## src/hdl/ttp_pkg.sv

```systemverilog
// Shared constants, tag table and helper functions for the telemetry text parser.
package ttp_pkg;

  // Default configuration
  localparam int FRACTION_DIGITS_DEF = 4;
  localparam int FRACTION_BITS_DEF   = 16;
  localparam int QUEUE_DEPTH_DEF     = 4;

  // Stream widths
  localparam int IN_W   = 8;
  localparam int USER_W = 1;
  localparam int OUT_W  = 40;
  localparam int CHAN_W = 4;
  localparam int VAL_W  = 32;
  localparam int FCNT_W = 3;

  // Character codes
  localparam logic [7:0] CH_A     = 8'h61;
  localparam logic [7:0] CH_Z     = 8'h7A;
  localparam logic [7:0] CH_D     = 8'h64;
  localparam logic [7:0] CH_0     = 8'h30;
  localparam logic [7:0] CH_9     = 8'h39;
  localparam logic [7:0] CH_PLUS  = 8'h2B;
  localparam logic [7:0] CH_MINUS = 8'h2D;
  localparam logic [7:0] CH_DOT   = 8'h2E;
  localparam logic [7:0] CH_SPACE = 8'h20;
  localparam logic [7:0] CH_TAB   = 8'h09;
  localparam logic [7:0] CH_CR    = 8'h0D;

  // Known tags, oldest letter in the top byte
  localparam int NUM_CHANNELS = 13;
  localparam logic [23:0] TAG_CODE [NUM_CHANNELS] = '{
    24'h616378, 24'h616379, 24'h61637A,   // acx acy acz
    24'h617678, 24'h617679, 24'h61767A,   // avx avy avz
    24'h616778, 24'h616779, 24'h61677A,   // agx agy agz
    24'h74656D, 24'h006F69,               // tem oi
    24'h6C7466, 24'h6C7473                // ltf lts
  };
  localparam logic [2:0] TAG_LEN [NUM_CHANNELS] = '{
    3'd3, 3'd3, 3'd3, 3'd3, 3'd3, 3'd3, 3'd3, 3'd3, 3'd3, 3'd3, 3'd2, 3'd3, 3'd3
  };

  // 10^n, for elaboration-time sizing and constant tables
  function automatic int unsigned pow10(input int unsigned n);
    int unsigned r;
    r = 1;
    for (int unsigned i = 0; i < n; i++) begin
      r = r * 10;
    end
    return r;
  endfunction

  // Returns {hit, channel}
  function automatic logic [CHAN_W:0] tag_lookup(input logic [23:0] letters,
                                                 input logic [2:0]  len);
    logic [CHAN_W:0] r;
    r = '0;
    for (int k = 0; k < NUM_CHANNELS; k++) begin
      if (len == TAG_LEN[k] && letters == TAG_CODE[k]) begin
        r = {1'b1, CHAN_W'(k)};
      end
    end
    return r;
  endfunction

endpackage

```

## src/hdl/ttp_front.sv

```systemverilog
// Front end: tag and number accumulators, one byte per cycle while take is high, builds finish records.
module ttp_front #(
  parameter int FRACTION_DIGITS = ttp_pkg::FRACTION_DIGITS_DEF,
  parameter int FRACTION_BITS   = ttp_pkg::FRACTION_BITS_DEF,
  parameter int REC_W           = 1
) (
  input  logic             clk,
  input  logic             rst,
  input  logic             take,          // byte accepted this cycle
  input  logic [7:0]       byte_in,
  input  logic             buffer_start,
  output logic             emit,          // record to queue (qualified by take)
  output logic [REC_W-1:0] rec            // {chan, neg, ovf, ok, fcnt, frac, int}
);

  localparam int IW  = 31 - FRACTION_BITS;
  localparam int FDW = $clog2(ttp_pkg::pow10(FRACTION_DIGITS));
  localparam logic [IW+3:0]  INT_LIMIT = (IW+4)'((1 << IW) - 1);
  localparam logic [2:0]     FD_MAX    = 3'(FRACTION_DIGITS);

  typedef enum logic [2:0] {
    PH_LEAD, PH_SIGN, PH_INT, PH_DOT, PH_FRAC, PH_TRAIL
  } phase_t;

  // State
  logic [23:0]   tag_letters, tag_letters_next;
  logic [2:0]    tag_length, tag_length_next;
  logic          number_present, number_present_next;
  logic          negative_sign, negative_sign_next;
  logic [IW-1:0] integer_accum, integer_accum_next;
  logic          integer_overflow, integer_overflow_next;
  logic [FDW-1:0] fraction_accum, fraction_accum_next;
  logic [2:0]    fraction_count, fraction_count_next;
  phase_t        parse_phase, parse_phase_next;
  logic          number_invalid, number_invalid_next;

  // Byte classes
  logic          is_letter, is_digit, is_space;
  logic [3:0]    digit;
  logic [IW+3:0] int_prod;
  logic [FDW+3:0] frac_prod;
  logic [ttp_pkg::CHAN_W:0] hit;
  logic          num_ok;

  assign is_letter = byte_in inside {[ttp_pkg::CH_A:ttp_pkg::CH_Z]};
  assign is_digit  = byte_in inside {[ttp_pkg::CH_0:ttp_pkg::CH_9]};
  assign is_space  = byte_in inside {ttp_pkg::CH_SPACE, [ttp_pkg::CH_TAB:ttp_pkg::CH_CR]};
  assign digit     = 4'(byte_in - ttp_pkg::CH_0);

  // Next state for one byte
  always_comb begin
    tag_letters_next      = tag_letters;
    tag_length_next       = tag_length;
    number_present_next   = number_present;
    negative_sign_next    = negative_sign;
    integer_accum_next    = integer_accum;
    integer_overflow_next = integer_overflow;
    fraction_accum_next   = fraction_accum;
    fraction_count_next   = fraction_count;
    parse_phase_next      = parse_phase;
    number_invalid_next   = number_invalid;
    emit      = 1'b0;
    rec       = '0;
    hit       = '0;
    num_ok    = 1'b0;
    int_prod  = '0;
    frac_prod = '0;

    if (buffer_start) begin
      tag_letters_next      = '0;
      tag_length_next       = '0;
      number_present_next   = 1'b0;
      negative_sign_next    = 1'b0;
      integer_accum_next    = '0;
      integer_overflow_next = 1'b0;
      fraction_accum_next   = '0;
      fraction_count_next   = '0;
      parse_phase_next      = PH_LEAD;
      number_invalid_next   = 1'b0;
    end

    if (is_letter) begin
      // Letter closes a pending number
      if (number_present_next) begin
        hit    = ttp_pkg::tag_lookup(tag_letters_next, tag_length_next);
        emit   = hit[ttp_pkg::CHAN_W];
        num_ok = !number_invalid_next &&
                 (parse_phase_next == PH_INT || parse_phase_next == PH_FRAC ||
                  parse_phase_next == PH_TRAIL);
        rec = {hit[ttp_pkg::CHAN_W-1:0], negative_sign_next, integer_overflow_next,
               num_ok, fraction_count_next, fraction_accum_next, integer_accum_next};
        tag_letters_next      = '0;
        tag_length_next       = '0;
        number_present_next   = 1'b0;
        negative_sign_next    = 1'b0;
        integer_accum_next    = '0;
        integer_overflow_next = 1'b0;
        fraction_accum_next   = '0;
        fraction_count_next   = '0;
        parse_phase_next      = PH_LEAD;
        number_invalid_next   = 1'b0;
      end
      if (byte_in != ttp_pkg::CH_D) begin
        tag_letters_next = {tag_letters_next[15:0], byte_in};
        if (tag_length_next < 3'd4) begin
          tag_length_next = tag_length_next + 3'd1;
        end
      end
    end else begin
      number_present_next = 1'b1;
      int_prod  = (IW+4)'(integer_accum_next) * (IW+4)'(10) + (IW+4)'(digit);
      frac_prod = (FDW+4)'(fraction_accum_next) * (FDW+4)'(10) + (FDW+4)'(digit);
      if (!number_invalid_next) begin
        case (parse_phase_next)
          PH_LEAD: begin
            if (is_space) begin
            end else if (byte_in == ttp_pkg::CH_PLUS || byte_in == ttp_pkg::CH_MINUS) begin
              negative_sign_next = (byte_in == ttp_pkg::CH_MINUS);
              parse_phase_next   = PH_SIGN;
            end else if (is_digit) begin
              parse_phase_next = PH_INT;
            end else if (byte_in == ttp_pkg::CH_DOT) begin
              parse_phase_next = PH_DOT;
            end else begin
              number_invalid_next = 1'b1;
            end
          end
          PH_SIGN: begin
            if (is_digit) begin
              parse_phase_next = PH_INT;
            end else if (byte_in == ttp_pkg::CH_DOT) begin
              parse_phase_next = PH_DOT;
            end else begin
              number_invalid_next = 1'b1;
            end
          end
          PH_INT: begin
            if (is_digit) begin
            end else if (byte_in == ttp_pkg::CH_DOT) begin
              parse_phase_next = PH_FRAC;
            end else if (is_space) begin
              parse_phase_next = PH_TRAIL;
            end else begin
              number_invalid_next = 1'b1;
            end
          end
          PH_DOT: begin
            if (is_digit) begin
              parse_phase_next = PH_FRAC;
            end else begin
              number_invalid_next = 1'b1;
            end
          end
          PH_FRAC: begin
            if (is_digit) begin
            end else if (is_space) begin
              parse_phase_next = PH_TRAIL;
            end else begin
              number_invalid_next = 1'b1;
            end
          end
          PH_TRAIL: begin
            if (!is_space) begin
              number_invalid_next = 1'b1;
            end
          end
          default: begin
            number_invalid_next = 1'b1;
          end
        endcase

        // Digit into the integer part (lead, sign, int phases)
        if (is_digit && (parse_phase == PH_LEAD || parse_phase == PH_SIGN ||
                         parse_phase == PH_INT || buffer_start) &&
            (parse_phase_next == PH_INT) && !integer_overflow_next) begin
          if (int_prod > INT_LIMIT) begin
            integer_overflow_next = 1'b1;
            integer_accum_next    = IW'(INT_LIMIT);
          end else begin
            integer_accum_next = IW'(int_prod);
          end
        end

        // Digit into the fraction (dot-only or fraction phases)
        if (is_digit && parse_phase_next == PH_FRAC && fraction_count_next < FD_MAX) begin
          fraction_accum_next = FDW'(frac_prod);
          fraction_count_next = fraction_count_next + 3'd1;
        end
      end
    end
  end

  // State registers
  always_ff @(posedge clk) begin
    if (rst) begin
      tag_letters      <= '0;
      tag_length       <= '0;
      number_present   <= 1'b0;
      negative_sign    <= 1'b0;
      integer_accum    <= '0;
      integer_overflow <= 1'b0;
      fraction_accum   <= '0;
      fraction_count   <= '0;
      parse_phase      <= PH_LEAD;
      number_invalid   <= 1'b0;
    end else if (take) begin
      tag_letters      <= tag_letters_next;
      tag_length       <= tag_length_next;
      number_present   <= number_present_next;
      negative_sign    <= negative_sign_next;
      integer_accum    <= integer_accum_next;
      integer_overflow <= integer_overflow_next;
      fraction_accum   <= fraction_accum_next;
      fraction_count   <= fraction_count_next;
      parse_phase      <= parse_phase_next;
      number_invalid   <= number_invalid_next;
    end
  end

endmodule

```

## src/hdl/ttp_queue.sv

```systemverilog
// Small register queue between the front end and the converter.
module ttp_queue #(
  parameter int WIDTH = 1,
  parameter int DEPTH = ttp_pkg::QUEUE_DEPTH_DEF
) (
  input  logic             clk,
  input  logic             rst,
  input  logic             push,
  input  logic [WIDTH-1:0] push_data,
  output logic             full,
  input  logic             pop,
  output logic [WIDTH-1:0] pop_data,
  output logic             empty
);

  localparam int PTR_W = (DEPTH > 1) ? $clog2(DEPTH) : 1;
  localparam int CNT_W = $clog2(DEPTH + 1);

  logic [WIDTH-1:0] slots [DEPTH];
  logic [PTR_W-1:0] wr_ptr, rd_ptr;
  logic [CNT_W-1:0] count;

  assign full     = (count == CNT_W'(DEPTH));
  assign empty    = (count == '0);
  assign pop_data = slots[rd_ptr];

  // Pointers and fill level
  always_ff @(posedge clk) begin
    if (rst) begin
      wr_ptr <= '0;
      rd_ptr <= '0;
      count  <= '0;
    end else begin
      if (push) begin
        wr_ptr <= (wr_ptr == PTR_W'(DEPTH - 1)) ? '0 : wr_ptr + PTR_W'(1);
      end
      if (pop) begin
        rd_ptr <= (rd_ptr == PTR_W'(DEPTH - 1)) ? '0 : rd_ptr + PTR_W'(1);
      end
      case ({push, pop})
        2'b10:   count <= count + CNT_W'(1);
        2'b01:   count <= count - CNT_W'(1);
        default: count <= count;
      endcase
    end
  end

  // Storage
  always_ff @(posedge clk) begin
    if (push) begin
      slots[wr_ptr] <= push_data;
    end
  end

endmodule

```

## src/hdl/ttp_back.sv

```systemverilog
// Back end: pipelined fraction-to-binary divider, range clamp and output register.
module ttp_back #(
  parameter int FRACTION_DIGITS = ttp_pkg::FRACTION_DIGITS_DEF,
  parameter int FRACTION_BITS   = ttp_pkg::FRACTION_BITS_DEF,
  parameter int REC_W           = 1
) (
  input  logic                      clk,
  input  logic                      rst,
  input  logic [REC_W-1:0]          rec,
  input  logic                      empty,
  output logic                      pop,
  output logic                      m_tvalid,
  input  logic                      m_tready,
  output logic [ttp_pkg::OUT_W-1:0] m_tdata
);

  localparam int IW  = 31 - FRACTION_BITS;
  localparam int FDW = $clog2(ttp_pkg::pow10(FRACTION_DIGITS));
  localparam int PW  = $clog2(ttp_pkg::pow10(FRACTION_DIGITS) + 1);
  localparam int Q   = FRACTION_BITS + 1;          // quotient bits
  localparam int NW  = FDW + FRACTION_BITS + 1;    // dividend bits
  localparam int CW  = ttp_pkg::CHAN_W;
  localparam int VW  = ttp_pkg::VAL_W;

  // Record fields
  logic [CW-1:0]  r_chan;
  logic           r_neg, r_ovf, r_ok;
  logic [2:0]     r_fcnt;
  logic [FDW-1:0] r_frac;
  logic [IW-1:0]  r_int;
  logic [PW-1:0]  p_sel;
  logic [NW-1:0]  dividend;
  logic           en;

  assign {r_chan, r_neg, r_ovf, r_ok, r_fcnt, r_frac, r_int} = rec;

  // Whole pipeline moves when the output slot can take a result
  assign en  = !m_tvalid || m_tready;
  assign pop = en && !empty;

  // Divisor 10^count; dividend frac*2^FB + divisor/2 (round half up)
  always_comb begin
    p_sel = PW'(1);
    for (int k = 0; k <= FRACTION_DIGITS; k++) begin
      if (r_fcnt == 3'(k)) begin
        p_sel = PW'(ttp_pkg::pow10(k));
      end
    end
    dividend = (NW'(r_frac) << FRACTION_BITS) + NW'(p_sel >> 1);
  end

  // Stage registers
  logic [Q:0]     st_vld;
  logic [PW-1:0]  st_rem  [Q+1];
  logic [Q-1:0]   st_nlo  [Q+1];
  logic [Q-1:0]   st_q    [Q+1];
  logic [PW-1:0]  st_p    [Q+1];
  logic [CW-1:0]  st_chan [Q+1];
  logic           st_neg  [Q+1];
  logic           st_ovf  [Q+1];
  logic           st_ok   [Q+1];
  logic [IW-1:0]  st_int  [Q+1];

  always_ff @(posedge clk) begin
    if (rst) begin
      st_vld <= '0;
    end else if (en) begin
      st_vld <= {st_vld[Q-1:0], pop};
    end
  end

  // Load: high dividend bits are already below the divisor
  always_ff @(posedge clk) begin
    if (en) begin
      st_rem[0]  <= PW'(dividend[NW-1:Q]);
      st_nlo[0]  <= dividend[Q-1:0];
      st_q[0]    <= '0;
      st_p[0]    <= p_sel;
      st_chan[0] <= r_chan;
      st_neg[0]  <= r_neg;
      st_ovf[0]  <= r_ovf;
      st_ok[0]   <= r_ok;
      st_int[0]  <= r_int;
    end
  end

  // One restoring-division bit per stage
  for (genvar k = 0; k < Q; k++) begin : g_div
    logic [PW:0] trial;
    logic        ge;
    assign trial = {st_rem[k], st_nlo[k][Q-1]};
    assign ge    = trial >= {1'b0, st_p[k]};

    always_ff @(posedge clk) begin
      if (en) begin
        st_rem[k+1]  <= ge ? PW'(trial - {1'b0, st_p[k]}) : trial[PW-1:0];
        st_nlo[k+1]  <= {st_nlo[k][Q-2:0], 1'b0};
        st_q[k+1]    <= {st_q[k][Q-2:0], ge};
        st_p[k+1]    <= st_p[k];
        st_chan[k+1] <= st_chan[k];
        st_neg[k+1]  <= st_neg[k];
        st_ovf[k+1]  <= st_ovf[k];
        st_ok[k+1]   <= st_ok[k];
        st_int[k+1]  <= st_int[k];
      end
    end
  end

  // Assemble magnitude, clamp, apply sign
  logic [VW-1:0] mag, limit, value;
  logic          sat;

  always_comb begin
    mag   = (VW'(st_int[Q]) << FRACTION_BITS) + VW'(st_q[Q]);
    limit = st_neg[Q] ? 32'h8000_0000 : 32'h7FFF_FFFF;
    sat   = 1'b0;
    value = '0;
    if (st_ok[Q]) begin
      if (st_ovf[Q] || mag > limit) begin
        sat = 1'b1;
        mag = limit;
      end
      value = st_neg[Q] ? (VW'(0) - mag) : mag;
    end
  end

  // Output register
  always_ff @(posedge clk) begin
    if (rst) begin
      m_tvalid <= 1'b0;
    end else if (en) begin
      m_tvalid <= st_vld[Q];
    end
  end

  always_ff @(posedge clk) begin
    if (en && st_vld[Q]) begin
      m_tdata <= {(ttp_pkg::OUT_W - CW - VW - 1)'(0), sat, value, st_chan[Q]};
    end
  end

  // Checks
  a_chan_range: assert property (@(posedge clk) disable iff (rst)
    m_tvalid |-> m_tdata[CW-1:0] < CW'(ttp_pkg::NUM_CHANNELS))
    else $error("channel out of range");

  a_sat_limit: assert property (@(posedge clk) disable iff (rst)
    m_tvalid && m_tdata[CW+VW] |->
      m_tdata[CW+VW-1:CW] == 32'h7FFF_FFFF || m_tdata[CW+VW-1:CW] == 32'h8000_0000)
    else $error("saturated value is not a range limit");

  a_pop_loads: assert property (@(posedge clk) disable iff (rst)
    pop |=> st_vld[0])
    else $error("popped record not loaded into divider");

  a_drain: assert property (@(posedge clk) disable iff (rst)
    en && st_vld[Q] |=> m_tvalid)
    else $error("finished result lost at output register");

endmodule

```

## src/hdl/tagged_telemetry_text_parser.sv

```systemverilog
// Top level of the tagged telemetry text parser.
//
//  port group   dir  tdata / tuser contents (lsb first)            item
//  s_*          in   tdata: byte_in[7:0]; tuser: buffer_start       one text byte
//  m_*          out  tdata: channel[3:0], value[35:4], saturated[36] one tagged value
//
// One byte is taken every cycle while the record queue has room.
// A result passes from the letter that closes its number through the queue, the
// load register, FRACTION_BITS+1 divider stages and the output register.
// Reset clears the accumulators, the queue and the divider pipeline.
// A stalled output freezes the divider; input stalls only once the queue is full.
module tagged_telemetry_text_parser #(
  parameter int FRACTION_DIGITS = ttp_pkg::FRACTION_DIGITS_DEF,
  parameter int FRACTION_BITS   = ttp_pkg::FRACTION_BITS_DEF,
  parameter int QUEUE_DEPTH     = ttp_pkg::QUEUE_DEPTH_DEF
) (
  input  logic                       clk,
  input  logic                       rst,
  input  logic                       s_tvalid,
  output logic                       s_tready,
  input  logic [ttp_pkg::IN_W-1:0]   s_tdata,   // byte_in
  input  logic [ttp_pkg::USER_W-1:0] s_tuser,   // buffer_start
  output logic                       m_tvalid,
  input  logic                       m_tready,
  output logic [ttp_pkg::OUT_W-1:0]  m_tdata    // channel, value, saturated, zero pad
);

  localparam int IW    = 31 - FRACTION_BITS;
  localparam int FDW   = $clog2(ttp_pkg::pow10(FRACTION_DIGITS));
  localparam int REC_W = ttp_pkg::CHAN_W + 3 + ttp_pkg::FCNT_W + FDW + IW;

  logic             take, emit, push, full, pop, empty;
  logic [REC_W-1:0] rec_in, rec_out;

  assign s_tready = !full;
  assign take     = s_tvalid && s_tready;
  assign push     = take && emit;

  ttp_front #(
    .FRACTION_DIGITS (FRACTION_DIGITS),
    .FRACTION_BITS   (FRACTION_BITS),
    .REC_W           (REC_W)
  ) u_front (
    .clk          (clk),
    .rst          (rst),
    .take         (take),
    .byte_in      (s_tdata),
    .buffer_start (s_tuser[0]),
    .emit         (emit),
    .rec          (rec_in)
  );

  ttp_queue #(
    .WIDTH (REC_W),
    .DEPTH (QUEUE_DEPTH)
  ) u_queue (
    .clk       (clk),
    .rst       (rst),
    .push      (push),
    .push_data (rec_in),
    .full      (full),
    .pop       (pop),
    .pop_data  (rec_out),
    .empty     (empty)
  );

  ttp_back #(
    .FRACTION_DIGITS (FRACTION_DIGITS),
    .FRACTION_BITS   (FRACTION_BITS),
    .REC_W           (REC_W)
  ) u_back (
    .clk      (clk),
    .rst      (rst),
    .rec      (rec_out),
    .empty    (empty),
    .pop      (pop),
    .m_tvalid (m_tvalid),
    .m_tready (m_tready),
    .m_tdata  (m_tdata)
  );

endmodule

```

## config.mk

```make
export PLATFORM = sky130hd
export DESIGN_NAME = tagged_telemetry_text_parser
export DESIGN_NICKNAME = d
export VERILOG_FILES = /design/src/hdl/ttp_pkg.sv /design/src/hdl/ttp_front.sv /design/src/hdl/ttp_queue.sv /design/src/hdl/ttp_back.sv /design/src/hdl/tagged_telemetry_text_parser.sv
export SDC_FILE = /design/constraint.sdc
export NUM_CORES = 2
export LEC_CHECK = 0
export CELL_PAD_IN_SITES_DETAIL_PLACEMENT = 0
export CELL_PAD_IN_SITES_GLOBAL_PLACEMENT = 1
export CORE_ASPECT_RATIO = 1.1
export CORE_MARGIN = 1
export CORE_UTILIZATION = 45
export CTS_CLUSTER_SIZE = 40
export DETAILED_ROUTE_END_ITERATION = 16
export DONT_BUFFER_PORTS = 1
export GPL_ROUTABILITY_DRIVEN = 1
export GPL_TIMING_DRIVEN = 0
export PLACE_DENSITY = 0.8
export SKIP_CTS_REPAIR_TIMING = 1
export SYNTH_ARGS = -nofsm -noshare
export SYNTH_HDL_FRONTEND = slang
export SYNTH_HIERARCHICAL = 1
export SYNTH_SLANG_ARGS = --single-unit
```

## constraint.sdc

```tcl
create_clock -name clk -period 51.4 [get_ports clk]
set_clock_uncertainty 0.2 [all_clocks]
set_input_delay 15.42 -clock clk [delete_from_list [all_inputs] [get_ports clk]]
set_output_delay 15.42 -clock clk [all_outputs]
set_load 0.01 [all_outputs]
```

==> flow_summary.json <==
{
  "dp_hpwl_mm": 73.29,
  "cp_cell_sequence": "buf_2, clkbuf_1, clkbuf_1, buf_1, clkbuf_1, nor2_1, ha_1, fa_1, nand2_1, a211oi_2, nor3b_1, nand4_1, or4_1, o21ai_1, o2111ai_1, buf_2, o41ai_1, a21oi_1",
  "grt_overflow": 0,
  "multi_input_area_um2": 19250,
  "dp_slack_ns": 30.06,
  "critPathArrivalTime_ns": 21.09,
  "hold_violations": 0,
  "synth_area_leaders": "edfxtp_1, ha_1, dfxtp_1",
  "initial_core_util_pct": 45.39,
  "dp.cells": 5782,
  "p_clk_share_pct": 29.8,
  "die_w_um": 338.0,
  "regArea_um2": 35390,
  "cp_slowest_stage_delay_ns": 0.61,
  "setup_tns_ns": 0,
  "viasPerCell": 5.401,
  "yosysWarnings": 6,
  "p_leak_nw": 23.06,
  "synth_top_area_share_pct": 59.97,
  "port_buffers": 0,
  "h-tree-depth": 3,
  "yosys.area.top_type": "edfxtp_1",
  "setup_violations": 0,
  "status": "finished, final reports clean",
  "cpMaxStageDelayCell": "buf_1",
  "die-area_um2": 125600,
  "first_iter_violations": 2108,
  "grt_max_degree": 74,
  "netSwitchingPower_uw": 805.3,
  "worst-path-max-fanout": 10,
  "netlist-cell-type-count": 96,
  "place.gp.congestion": 0.8622,
  "wirelength_mm": 104.5,
  "required_ns": 51.79,
  "max_cap_violations": 0,
  "sw_frac_of_total_pct": 28.29,
  "path_class": "in2reg",
  "crit_family": "buffers and inverters",
  "core-area_um2": 123100,
  "wl_per_cell_um": 17.41,
  "drc": 0,
  "cts-buffers-inserted": 119,
  "clock_latency_ns": 0.72,
  "maxSlewHeadroom_pct": 18.91,
  "cpMostUsedCell": "clkbuf_1",
  "ir_drop_mv": 0.03075,
  "grt_pass1_vias": 32440,
  "ios": 55,
  "cts_sinks": 1210,
  "path_clk_slew_ns": 0.06,
  "rows": 135,
  "path_buf_inv": 6,
  "seq_power_share_pct": 46.1,
  "num-fill-cells": 10270,
  "post-route-min-period_ns": 20.70,
  "setup_ws_ns": 30.70,
  "ant_nets": 0,
  "fmax_mhz": 48.31,
  "hold_class": "reg2reg",
  "slew_viol_final": 0,
  "postSynth.asyncResetShare_pct": 0,
  "synth-seq-cells": 1210,
  "fin_cells": 6004,
  "grt_use_total_pct": 16.80,
  "clock-root-buffer": "clkbuf_16",
  "netlist_area_um2": 55890,
  "rsz0062_at_grt": "false",
  "layout-drive-gt1-share_pct": 8.328,
  "grt_antenna_before_repair": 0,
  "synth-edff-count": 1116,
  "syn_avg_cell_area_um2": 13.58,
  "yosysSeqAreaShare_pct": 63.33,
  "num-nets-final": 4581,
  "worst_slew_pin_slew_ns": 1.216,
  "fin_util_pct": 50.57,
  "cp-end-kind": "register",
  "dieHeight_um": 371.6,
  "comb_power_share_pct": 24.2,
  "area_growth_pct": 11.43,
  "cp-start-kind": "primary input",
  "cellPowerDensity_nw_per_um2": 45.70,
  "synthFlopType": "edfxtp_1",
  "clock_path_buffers": 3,
  "min_period_over_period_pct": 40.27,
  "p_int_mw": 2.041,
  "grt_pass1_wl_mm": 168.7,
  "drtPass1Iterations": 5,
  "vias": 32430,
  "synthCells": 4116,
  "cts_tree": "built"
}
-- sequential cells by signal, summed over array words and instances (netlist names), 24 cells and up, named ones only --
signal / count
u_back/st_int: 270
u_back/m_tdata: 37
u_back/st_q: 153
u_back/st_chan: 72
u_back/st_rem: 237
u_back/st_nlo: 55
u_queue/slots: 156
u_front/tag_letters: 24
u_back/st_p: 82
-- cell usage in the layout, fill, tap and decap left out, types with 94 or more instances in the layout --
master and count:
clkbuf_16 121, dfxtp_1 94, nand2_1 175, a21oi_1 261
nor2_1 327, xnor2_1 147, inv_1 213, ha_1 289
edfxtp_1 1116, o21ai_0 136
-- worst paths after layout --
| check | start | depth (start not counted) | slack, ns | endpoint |
|---|---|---|---|---|
| worst min-delay path | u_back/st_ok[16] | 0 | 0.20 | u_back/st_ok[17] |
| worst max register to register | u_back/st_neg[17] | 20 | 44.71 | u_back/m_tdata[28] |
| worst max-delay path | s_tuser | 18 | 30.70 | u_front/integer_accum[1] |
| worst min register to register | u_back/st_ok[16] | 0 | 0.20 | u_back/st_ok[17] |
-- cell usage after synthesis, drive strengths merged (30+ instances only) --
| library cell | number |
|---|---|
| buf | 34 |
| a21o | 67 |
| a211oi | 38 |
| xor2 | 78 |
| mux4 | 39 |
| o21ai | 156 |
| nand3 | 55 |
| nand2b | 55 |
| edfxtp | 1116 |
| nand2 | 176 |
| mux2 | 114 |
| a21oi | 261 |
| nand4 | 40 |
| ha | 289 |
| nor3 | 86 |
| o21bai | 40 |
| inv | 214 |
| or3 | 33 |
| nor2 | 328 |
| nor2b | 75 |
| mux2i | 33 |
| dfxtp | 94 |
| clkbuf | 63 |
| nor4 | 30 |
| and2 | 68 |
| xnor2 | 148 |
-- power by group through the flow --
stage | clock, mW | sequential [mW] | combinational (mW)
CTS | 0.874 | 1.31 | 0.691
floorplan | 0 | 1.30 | 0.550
detailed placement | 0 | 1.33 | 0.683
global placement | 0 | 1.33 | 0.676
finish | 0.848 | 1.31 | 0.687
global route | 0.909 | 1.32 | 0.769
-- worst reg2reg max path, cell delays in order, from the launching register on --
cell,delay [ns]
edfxtp_1,1.16
inv_1,0.32
clkbuf_1,0.37
ha_1,0.40
nand4_1,0.17
nor4_1,0.52
a21boi_0,0.23
o31ai_1,0.11
nand3_1,0.13
clkbuf_1,0.40
nand2_1,0.24
o21ai_0,0.19
ha_1,0.19
clkbuf_1,0.33
nand2_1,0.15
or3_1,0.32
clkbuf_1,0.21
nor2_2,0.20
a31oi_1,0.10
mux2_2,0.30
a221oi_2,0.26
-- layer usage --
layer	routed length [um]	track usage (%)
met3	4004	2.300
met1	44890	20.90
met4	3370	6.674
met2	52240	29.41
met5	0	0
-- logic make-up (layout without fill, tap and decap cells) --
kind of cell	count (synthesis)	count (layout)	synth area share (%)
muxes	186	186	4.460
DFF	1210	1210	63.33
xor gates and xnor gates	226	226	3.589
AOI/OAI and AO/OA	824	824	9.679
other	1	4	0.006710
adders and majority gates	310	310	7.205
and+or+nand+nor	1044	1044	9.488
buffers and inverters	315	556	2.241
-- final cells by class --
cell class	count	share of cell area [%]
Timing Repair Buffer	20	0.7876
Inverter	218	1.314
Antenna cell	1	0.004018
Clock inverter	72	1.105
Clock buffer	149	5.031
Buffer	97	0.7032
Tap cell	1644	3.303
Sequential cell	1210	56.84
Multi-Input combinational cell	2593	30.92
-- metrics by stage --
step / area [um2] / hold WS (ns) / power [mW]
2_1_floorplan: 55890 / 0.2003 / 1.848
3_3_place_gp: 57950 / 0.2004 / 2.002
3_5_place_dp: 58450 / 0.2045 / 2.013
4_1_cts: 62270 / 0.1957 / 2.876
5_1_grt: 62270 / 0.2013 / 3.003
6_report: 62270 / 0.1985 / 2.846
Note: power is estimated with default switching activity, not from simulation.
